[src/rtl/core/integer_neuron_sigmoid_macros.svh]
// Assertion macros shared by the integer neuron sigmoid RTL.
`ifndef INTEGER_NEURON_SIGMOID_MACROS_SVH
`define INTEGER_NEURON_SIGMOID_MACROS_SVH
`ifndef SYNTHESIS
// Clocked property, switched off while reset is held.
`define ISN_ASSERT(label, clk, rst_n, prop) \
  label: assert property (@(posedge clk) disable iff (!rst_n) (prop)) \
    else $error("isn: assertion failed");
// Clocked implication, switched off while reset is held.
`define ISN_ASSERT_IMP(label, clk, rst_n, pre, post) \
  label: assert property (@(posedge clk) disable iff (!rst_n) (pre) |-> (post)) \
    else $error("isn: implication failed");
`else
`define ISN_ASSERT(label, clk, rst_n, prop)
`define ISN_ASSERT_IMP(label, clk, rst_n, pre, post)
`endif
`endif

[src/rtl/core/isn_pkg.sv]
// Package with the types, constants and sigmoid table of the neuron.
package isn_pkg;

  localparam int NUM_INPUTS = 4;

  // Field widths.
  localparam int WORD_W   = 16;
  localparam int BIAS_W   = 32;
  localparam int ACTIVE_W = 3;
  localparam int PROD_W   = 2 * WORD_W;
  localparam int PAIR_W   = PROD_W + 1;
  localparam int SUM_W    = 34;
  localparam int SIG_W    = 16;
  localparam int IDX_W    = 5;

  // Tree shape.
  localparam int NUM_PAIRS = (NUM_INPUTS + 1) / 2;

  // Register indexes on the configuration port.
  localparam int NUM_REGS  = NUM_INPUTS + 2;
  localparam int CFG_IDX_W = $clog2(NUM_REGS);
  localparam logic [CFG_IDX_W-1:0] REG_BIAS   = CFG_IDX_W'(NUM_INPUTS);
  localparam logic [CFG_IDX_W-1:0] REG_ACTIVE = CFG_IDX_W'(NUM_INPUTS + 1);
  localparam int CFG_DATA_W = BIAS_W;

  // Clamp limit of the sum before the table.
  localparam int SIG_LIMIT = 12;

  typedef logic signed [WORD_W-1:0] word_t;
  typedef logic signed [PROD_W-1:0] prod_t;
  typedef logic signed [PAIR_W-1:0] pair_t;
  typedef logic signed [SUM_W-1:0]  sum_t;

  typedef word_t [NUM_INPUTS-1:0] lane_vec_t;
  typedef prod_t [NUM_INPUTS-1:0] prod_vec_t;
  typedef pair_t [NUM_PAIRS-1:0]  pair_vec_t;

  // Configuration registers as seen by the datapath.
  typedef struct packed {
    word_t [NUM_INPUTS-1:0]   weight;
    logic signed [BIAS_W-1:0] bias;
    logic [ACTIVE_W-1:0]      active_inputs;
  } isn_cfg_t;

  // Logistic sigmoid in unsigned Q0.16, rounded, indexed by sum + 12.
  function automatic logic [SIG_W-1:0] sig_lut(input logic [IDX_W-1:0] idx);
    logic [SIG_W-1:0] v;
    case (idx)
      5'd0:    v = 16'd0;
      5'd1:    v = 16'd1;
      5'd2:    v = 16'd3;
      5'd3:    v = 16'd8;
      5'd4:    v = 16'd22;
      5'd5:    v = 16'd60;
      5'd6:    v = 16'd162;
      5'd7:    v = 16'd439;
      5'd8:    v = 16'd1179;
      5'd9:    v = 16'd3108;
      5'd10:   v = 16'd7812;
      5'd11:   v = 16'd17625;
      5'd12:   v = 16'd32768;
      5'd13:   v = 16'd47911;
      5'd14:   v = 16'd57724;
      5'd15:   v = 16'd62428;
      5'd16:   v = 16'd64357;
      5'd17:   v = 16'd65097;
      5'd18:   v = 16'd65374;
      5'd19:   v = 16'd65476;
      5'd20:   v = 16'd65514;
      5'd21:   v = 16'd65528;
      5'd22:   v = 16'd65533;
      5'd23:   v = 16'd65535;
      5'd24:   v = 16'd65535;
      default: v = 16'd0;
    endcase
    return v;
  endfunction

endpackage

[src/rtl/core/integer_neuron_sigmoid.sv]
// Top level of the integer neuron with sigmoid activation.
//
// Usage: an input transaction on in_valid/in_ready carries one activation per
// lane. Lanes below active_inputs are multiplied by their weights, the products
// are summed with the bias, and the sum is returned on out_weighted_sum together
// with its sigmoid in unsigned Q0.16 on out_activation.
// Configuration is written on cfg_valid/cfg_ready with a register index and data:
// indexes 0 to 3 are the lane weights, 4 the bias and 5 active_inputs; higher
// indexes are ignored. cfg_ready is always high. Write only while no transaction
// is in flight.
// Pipeline: the multiplier stage, the pair adder stage, the bias adder stage and the
// table stage, each registered. Throughput: one transaction per cycle while the
// receiver is ready.
// Reset clears the configuration registers to zero and empties the pipeline; the data registers are not reset.
// When the receiver stalls, the output holds and the stages behind it fill up;
// in_ready drops only once every stage holds a transaction.
`include "integer_neuron_sigmoid_macros.svh"

module integer_neuron_sigmoid (
  input  logic                          clk,
  input  logic                          rst_n,
  input  logic                          cfg_valid,
  output logic                          cfg_ready,
  input  logic [isn_pkg::CFG_IDX_W-1:0] cfg_index,
  input  logic [isn_pkg::CFG_DATA_W-1:0] cfg_data,
  input  logic                          in_valid,
  output logic                          in_ready,
  input  logic signed [isn_pkg::WORD_W-1:0] in_act_0,
  input  logic signed [isn_pkg::WORD_W-1:0] in_act_1,
  input  logic signed [isn_pkg::WORD_W-1:0] in_act_2,
  input  logic signed [isn_pkg::WORD_W-1:0] in_act_3,
  output logic                          out_valid,
  input  logic                          out_ready,
  output logic [isn_pkg::SIG_W-1:0]     out_activation,
  output logic signed [isn_pkg::SUM_W-1:0] out_weighted_sum
);
  import isn_pkg::*;

  isn_cfg_t  cfg_r;
  isn_cfg_t  cfg_nxt;
  lane_vec_t act_vec;
  prod_vec_t prod;
  logic      mult_valid;
  logic      mult_ready;
  sum_t      sum;
  logic      sum_valid;
  logic      sum_ready;
  sum_t      wsum;

  // Configuration registers; a write is taken in every cycle.
  assign cfg_ready = 1'b1;

  always_comb begin
    cfg_nxt = cfg_r;
    if (cfg_valid) begin
      for (int i = 0; i < NUM_INPUTS; i++) begin
        if (cfg_index == CFG_IDX_W'(i)) begin
          cfg_nxt.weight[i] = cfg_data[WORD_W-1:0];
        end
      end
      if (cfg_index == REG_BIAS) begin
        cfg_nxt.bias = cfg_data[BIAS_W-1:0];
      end
      if (cfg_index == REG_ACTIVE) begin
        cfg_nxt.active_inputs = cfg_data[ACTIVE_W-1:0];
      end
    end
  end

  always_ff @(posedge clk) begin
    if (!rst_n) begin
      cfg_r <= '0;
    end else begin
      cfg_r <= cfg_nxt;
    end
  end

  // Lane ports gathered into one vector.
  assign act_vec[0] = in_act_0;
  assign act_vec[1] = in_act_1;
  assign act_vec[2] = in_act_2;
  assign act_vec[3] = in_act_3;

  isn_mult u_mult (
    .clk       (clk),
    .rst_n     (rst_n),
    .cfg       (cfg_r),
    .in_valid  (in_valid),
    .in_ready  (in_ready),
    .in_act    (act_vec),
    .out_valid (mult_valid),
    .out_ready (mult_ready),
    .out_prod  (prod)
  );

  isn_sum u_sum (
    .clk       (clk),
    .rst_n     (rst_n),
    .cfg       (cfg_r),
    .in_valid  (mult_valid),
    .in_ready  (mult_ready),
    .in_prod   (prod),
    .out_valid (sum_valid),
    .out_ready (sum_ready),
    .out_sum   (sum)
  );

  isn_act u_act (
    .clk              (clk),
    .rst_n            (rst_n),
    .in_valid         (sum_valid),
    .in_ready         (sum_ready),
    .in_sum           (sum),
    .out_valid        (out_valid),
    .out_ready        (out_ready),
    .out_activation   (out_activation),
    .out_weighted_sum (wsum)
  );

  assign out_weighted_sum = wsum;

  // Back-pressure reaches the input only through a stalled output.
  `ISN_ASSERT_IMP(a_stall_from_output, clk, rst_n, !in_ready, out_valid && !out_ready)

endmodule

[src/rtl/core/isn_mult.sv]
// First pipeline stage: one signed multiplier per lane, inactive lanes zeroed.
module isn_mult (
  input  logic                clk,
  input  logic                rst_n,
  input  isn_pkg::isn_cfg_t   cfg,
  input  logic                in_valid,
  output logic                in_ready,
  input  isn_pkg::lane_vec_t  in_act,
  output logic                out_valid,
  input  logic                out_ready,
  output isn_pkg::prod_vec_t  out_prod
);
  import isn_pkg::*;

  logic      valid_r;
  logic      valid_nxt;
  prod_vec_t prod_r;
  prod_vec_t prod_nxt;
  logic      load;

  // The stage takes a transaction when it is empty or its content moves on.
  assign in_ready = !valid_r || out_ready;
  assign load     = in_valid && in_ready;

  always_comb begin
    valid_nxt = valid_r;
    if (in_ready) begin
      valid_nxt = in_valid;
    end
  end

  // Lane products; a lane at or above the active count gives zero.
  always_comb begin
    for (int i = 0; i < NUM_INPUTS; i++) begin
      if (ACTIVE_W'(i) < cfg.active_inputs) begin
        prod_nxt[i] = $signed(in_act[i]) * $signed(cfg.weight[i]);
      end else begin
        prod_nxt[i] = '0;
      end
    end
  end

  always_ff @(posedge clk) begin
    if (!rst_n) begin
      valid_r <= 1'b0;
    end else begin
      valid_r <= valid_nxt;
    end
  end

  always_ff @(posedge clk) begin
    if (load) begin
      prod_r <= prod_nxt;
    end
  end

  assign out_valid = valid_r;
  assign out_prod  = prod_r;

endmodule

[src/rtl/core/isn_sum.sv]
// Second and third pipeline stages: pairwise adds, then the final sum with the bias.
module isn_sum (
  input  logic                clk,
  input  logic                rst_n,
  input  isn_pkg::isn_cfg_t   cfg,
  input  logic                in_valid,
  output logic                in_ready,
  input  isn_pkg::prod_vec_t  in_prod,
  output logic                out_valid,
  input  logic                out_ready,
  output isn_pkg::sum_t       out_sum
);
  import isn_pkg::*;

  logic      pair_valid_r;
  logic      pair_valid_nxt;
  pair_vec_t pair_r;
  pair_vec_t pair_nxt;
  logic      pair_ready;
  logic      sum_valid_r;
  logic      sum_valid_nxt;
  sum_t      sum_r;
  sum_t      sum_nxt;

  // Ready chain from the output backwards.
  assign pair_ready = !sum_valid_r || out_ready;
  assign in_ready   = !pair_valid_r || pair_ready;

  // Pairwise sums; an odd last lane passes on alone.
  for (genvar p = 0; p < NUM_PAIRS; p++) begin : g_pair
    if (2 * p + 1 < NUM_INPUTS) begin : g_two
      assign pair_nxt[p] = PAIR_W'(in_prod[2*p]) + PAIR_W'(in_prod[2*p+1]);
    end else begin : g_one
      assign pair_nxt[p] = PAIR_W'(in_prod[2*p]);
    end
  end

  // Final sum of the pairs and the bias.
  always_comb begin
    sum_nxt = SUM_W'(cfg.bias);
    for (int p = 0; p < NUM_PAIRS; p++) begin
      sum_nxt = sum_nxt + SUM_W'(pair_r[p]);
    end
  end

  always_comb begin
    pair_valid_nxt = pair_valid_r;
    if (in_ready) begin
      pair_valid_nxt = in_valid;
    end
    sum_valid_nxt = sum_valid_r;
    if (pair_ready) begin
      sum_valid_nxt = pair_valid_r;
    end
  end

  always_ff @(posedge clk) begin
    if (!rst_n) begin
      pair_valid_r <= 1'b0;
      sum_valid_r  <= 1'b0;
    end else begin
      pair_valid_r <= pair_valid_nxt;
      sum_valid_r  <= sum_valid_nxt;
    end
  end

  always_ff @(posedge clk) begin
    if (in_valid && in_ready) begin
      pair_r <= pair_nxt;
    end
    if (pair_valid_r && pair_ready) begin
      sum_r <= sum_nxt;
    end
  end

  assign out_valid = sum_valid_r;
  assign out_sum   = sum_r;

endmodule

[src/rtl/core/isn_act.sv]
// Last pipeline stage: clamp, sigmoid table and the output register.
`include "integer_neuron_sigmoid_macros.svh"

module isn_act (
  input  logic                      clk,
  input  logic                      rst_n,
  input  logic                      in_valid,
  output logic                      in_ready,
  input  isn_pkg::sum_t             in_sum,
  output logic                      out_valid,
  input  logic                      out_ready,
  output logic [isn_pkg::SIG_W-1:0] out_activation,
  output isn_pkg::sum_t             out_weighted_sum
);
  import isn_pkg::*;

  logic             valid_r;
  logic             valid_nxt;
  logic [SIG_W-1:0] act_r;
  logic [SIG_W-1:0] act_nxt;
  sum_t             sum_r;
  logic [IDX_W-1:0] idx;

  assign in_ready = !valid_r || out_ready;

  // Clamp the sum to the table range and offset it to a table index.
  always_comb begin
    if (in_sum < -SUM_W'(SIG_LIMIT)) begin
      idx = '0;
    end else if (in_sum > SUM_W'(SIG_LIMIT)) begin
      idx = IDX_W'(2 * SIG_LIMIT);
    end else begin
      idx = in_sum[IDX_W-1:0] + IDX_W'(SIG_LIMIT);
    end
    act_nxt = sig_lut(idx);
  end

  always_comb begin
    valid_nxt = valid_r;
    if (in_ready) begin
      valid_nxt = in_valid;
    end
  end

  always_ff @(posedge clk) begin
    if (!rst_n) begin
      valid_r <= 1'b0;
    end else begin
      valid_r <= valid_nxt;
    end
  end

  always_ff @(posedge clk) begin
    if (in_valid && in_ready) begin
      act_r <= act_nxt;
      sum_r <= in_sum;
    end
  end

  assign out_valid        = valid_r;
  assign out_activation   = act_r;
  assign out_weighted_sum = sum_r;

  // A saturated sum must give the end values of the table.
  `ISN_ASSERT_IMP(a_high_saturates, clk, rst_n, valid_r && (sum_r > SUM_W'(SIG_LIMIT)), act_r == {SIG_W{1'b1}})
  `ISN_ASSERT_IMP(a_low_is_zero, clk, rst_n, valid_r && (sum_r < -SUM_W'(SIG_LIMIT)), act_r == '0)

endmodule

[config.mk]
export PLATFORM = sky130hd
export DESIGN_NAME = integer_neuron_sigmoid
export DESIGN_NICKNAME = d
export VERILOG_FILES = /design/src/rtl/core/isn_pkg.sv /design/src/rtl/core/integer_neuron_sigmoid.sv /design/src/rtl/core/isn_mult.sv /design/src/rtl/core/isn_sum.sv /design/src/rtl/core/isn_act.sv
export VERILOG_INCLUDE_DIRS = /design/src /design/src/rtl/core
export SDC_FILE = /design/constraint.sdc
export NUM_CORES = 2
export LEC_CHECK = 0
export ABC_AREA = 1
export BUFFER_PORTS_ARGS = -buffer_cell sky130_fd_sc_hd__buf_2
export CORE_ASPECT_RATIO = 1.75
export CORE_UTILIZATION = 61
export DETAILED_ROUTE_END_ITERATION = 8
export GPL_TIMING_DRIVEN = 0
export HOLD_SLACK_MARGIN = 0.02
export MAX_ROUTING_LAYER = met4
export PLACE_DENSITY_LB_ADDON = 0.08
export SYNTH_ARGS = -nofsm -noshare
export SYNTH_HDL_FRONTEND = slang
export SYNTH_SLANG_ARGS = --single-unit
[constraint.sdc]
create_clock -name clk -period 9.2 [get_ports clk]
set_input_delay 0.92 -clock clk [delete_from_list [all_inputs] [get_ports clk]]
set_output_delay 0.92 -clock clk [all_outputs]
set_load 0.05 [all_outputs]
==> impl_metrics.toml <==
[layout]
syn2layout_area_growth_pct = 5.99
layout.nets = 9257
drive_gt1_frac = 0.0316
finalInstanceArea_sq_mm = 0.0647
mostFrequentLayoutCell = "inv_1"
final_cell_mix = "inv_1 (1,965), nand2_1 (1,568), fa_1 (1,084)"

[routing]
routed_via_density = 5.49
ant_nets = 0
num_vias = 49300
drtIter0Drc = 3254
drc = 0
dr.pass1.iters = 8
wl_per_cell_um = 20.1
drt-total-wl_um = 181000

[global_routing]
overflow = 0
grt.met3_usage = 0.0460
grt_start_max_net_pins = 47
met2_usage = 0.652
grt_pass1_wl_um = 277000
busiest_layer = "met2"
grt_pass1_vias = 50800
use_met1 = 0.404
grt.total_usage = 0.380
grt_antenna_before_repair = 5

[critical_path]
worstPathRequired_ps = 9540
crit_type = "flop to flop"
start_kind = "flop"
cp.arrival_ps = 7360
crit_path_max_fanout = 10
worstSetupEndpointType = "flop"

[pwr]
swShare = 0.420
internal_power_uw = 3940
combPwrFrac = 0.456
pwr-share-clk = 0.243
finalPower_uw = 6800
p_sw_uw = 2860
leakage_uw = 0.0359
seq_power_share = 0.301
pwr_density_cell_mw_per_mm2 = 105
irDropWorstVdd_mv = 0.124

[cts]
cts_tree = "done"
cts_resized = 0
cts.path.max_buffers = 3
cts_hold_buf = 0
cts_setup_buffers = 0
cts_buffers = 40
clock-sinks = 379
clock-root-buffer = "clkbuf_16"
h-tree-depth = 2
clk_pin_slew_ps = 80
clk_latency_ps = 610

[logic_synthesis]
ys_types = 51
async_flop_share = 0
yosys.area.top_type = "fa_1"
yosys_warnings = 0
synth-edff-count = 276
synthCells = 7479
ys_ff_latch = 379
synth.avg_cell_area_sq_um = 8.16
synthesis.nets = 9100
synth_ff_type = "edfxtp_1"
synth_area_leaders = "fa_1 (36%), edfxtp_1 (14%), inv_1 (12%)"
yosysTopAreaCellShare = 0.356
syn-cell-area_sq_mm = 0.0610
ys_seq_area_frac = 0.170

[die]
row_count = 153
start_util = 0.615
die_area_sq_mm = 0.101
die_y_um = 420
fp.dieW_um = 241
fp.coreArea_sq_mm = 0.0992
boundaryPins = 157

[placement]
place_area_sq_mm = 0.0633
numPortBuffers = 110
gp_congestion = 0.986
dp_hpwl_um = 155000

[sta]
rsz0062_at_grt = "no"
relSlewSlack = 0.216
fin_skew_ps = 38.8
fmax_mhz = 143
setup_viol = 0
max_slew.worst_pin.slew_ps = 1170
final_hold_viol_count = 0
final-max-slew-violation-count = 0
period_share = 0.763
fin_crit_ps = 7020

[min_path]
hp-class = "flop to flop"

[job]
drv_cap = 0

[status]
status = "finished clean"
-- power groups by stage --
stage          combinational [uW]  clock [uW]  sequential (uW)
2_1_floorplan                2080           0             2070
6_report                     3100        1650             2050
3_3_place_gp                 3010           0             2090
5_1_grt                      3460        1730             2050
3_5_place_dp                 3060           0             2080
4_1_cts                      3080        1670             2050
-- state kept, by name, indices dropped and copies added, names as in the netlist --
signal,count
u_sum.pair_r,66
u_sum.out_sum,34
u_act.out_weighted_sum,34
u_mult.out_prod,128
u_mult.out_valid,1
u_act.out_valid,1
u_sum.pair_valid_r,1
u_act.out_activation,14
u_sum.out_valid,1
cfg_r,99
-- worst paths after layout --
check	startpoint	end	slack [ps]	depth (start not counted)
min	u_sum.pair_valid_r	u_sum.out_valid	440	2
max reg2reg	cfg_r[91]	u_mult.out_prod[125]	2180	23
min reg2reg	u_sum.pair_valid_r	u_sum.out_valid	440	2
max	cfg_r[91]	u_mult.out_prod[125]	2180	23
-- critical path: stages (launching register included) --
cell and delay [ps]:
dfxtp_1 300, clkbuf_1 720, clkbuf_1 490, nand2_1 140, fa_1 530, inv_1 50
fa_1 490, inv_1 50, fa_1 520, inv_1 40, fa_1 460, fa_1 500
inv_1 50, fa_1 540, inv_1 70, ha_1 380, a21oi_1 330, o21ai_0 210
a21oi_1 300, o21ai_0 120, a21oi_1 250, nand2_1 80, nand2_1 60, nor2_1 50
-- logic make-up (layout without fill, tap and decap cells) --
kind of cell    after synthesis  in the layout  synth area share
flops                       379            379             0.170
other cells                   1              6         0.0000615
simple gates               2428           2428             0.159
fa+ha+maj                  1517           1517             0.445
xor+xnor                    121            121            0.0174
buf+inv                    2252           2439             0.139
compound gates              781            781            0.0700
-- area by class of cell --
type                            instances  area, sq um
Multi-Input combinational cell       4848        42200
Buffer                                276         1080
Timing Repair Buffer                  115          651
Inverter                             1976         7420
Clock inverter                         22          272
Fill cell                            8884        34500
Tap cell                             1317         1650
Antenna cell                            5         12.5
Sequential cell                       379        10300
Clock buffer                           50         1060
-- through the flow --
step	hold WS [ps]	setup WS, ps	TNS (ps)	util	std cells
6_report	436	2180	0	0.652	8988
5_1_grt	476	1900	0	0.652	8988
4_1_cts	442	2300	0	0.652	8983
3_5_place_dp	455	1740	0	0.638	8911
3_3_place_gp	457	-301	-35470	0.637	8906
2_1_floorplan	442	1930	0	-	7479
-- Yosys cell counts, types with 5 or more instances --
master    count
buf_1         6
edfxtp_1    276
fa_1       1084
nor2_1      542
xnor2_1      52
xor2_1       69
nand2_1    1568
nand3_1     156
nand3b_1      5
nor4_1       11
nand2_2       5
dfxtp_1     103
or2_2        26
o21a_1       32
o21ai_0     273
a21boi_0     15
clkbuf_1    259
inv_1      1966
nand4_1      44
inv_2         6
o21ai_1       7
a21o_1       39
ha_1        433
o21bai_1     21
a21oi_1     360
a31oi_1      13
nor3_1       55
o211ai_1      6
-- layer usage --
layer  vias up  share of wire
met5         -              0
met4         0          0.087
met3       637          0.062
met2      1902           0.51
met1     24200           0.34
li1      22500              -
No activity file was read; power rests on OpenSTA's default activity.
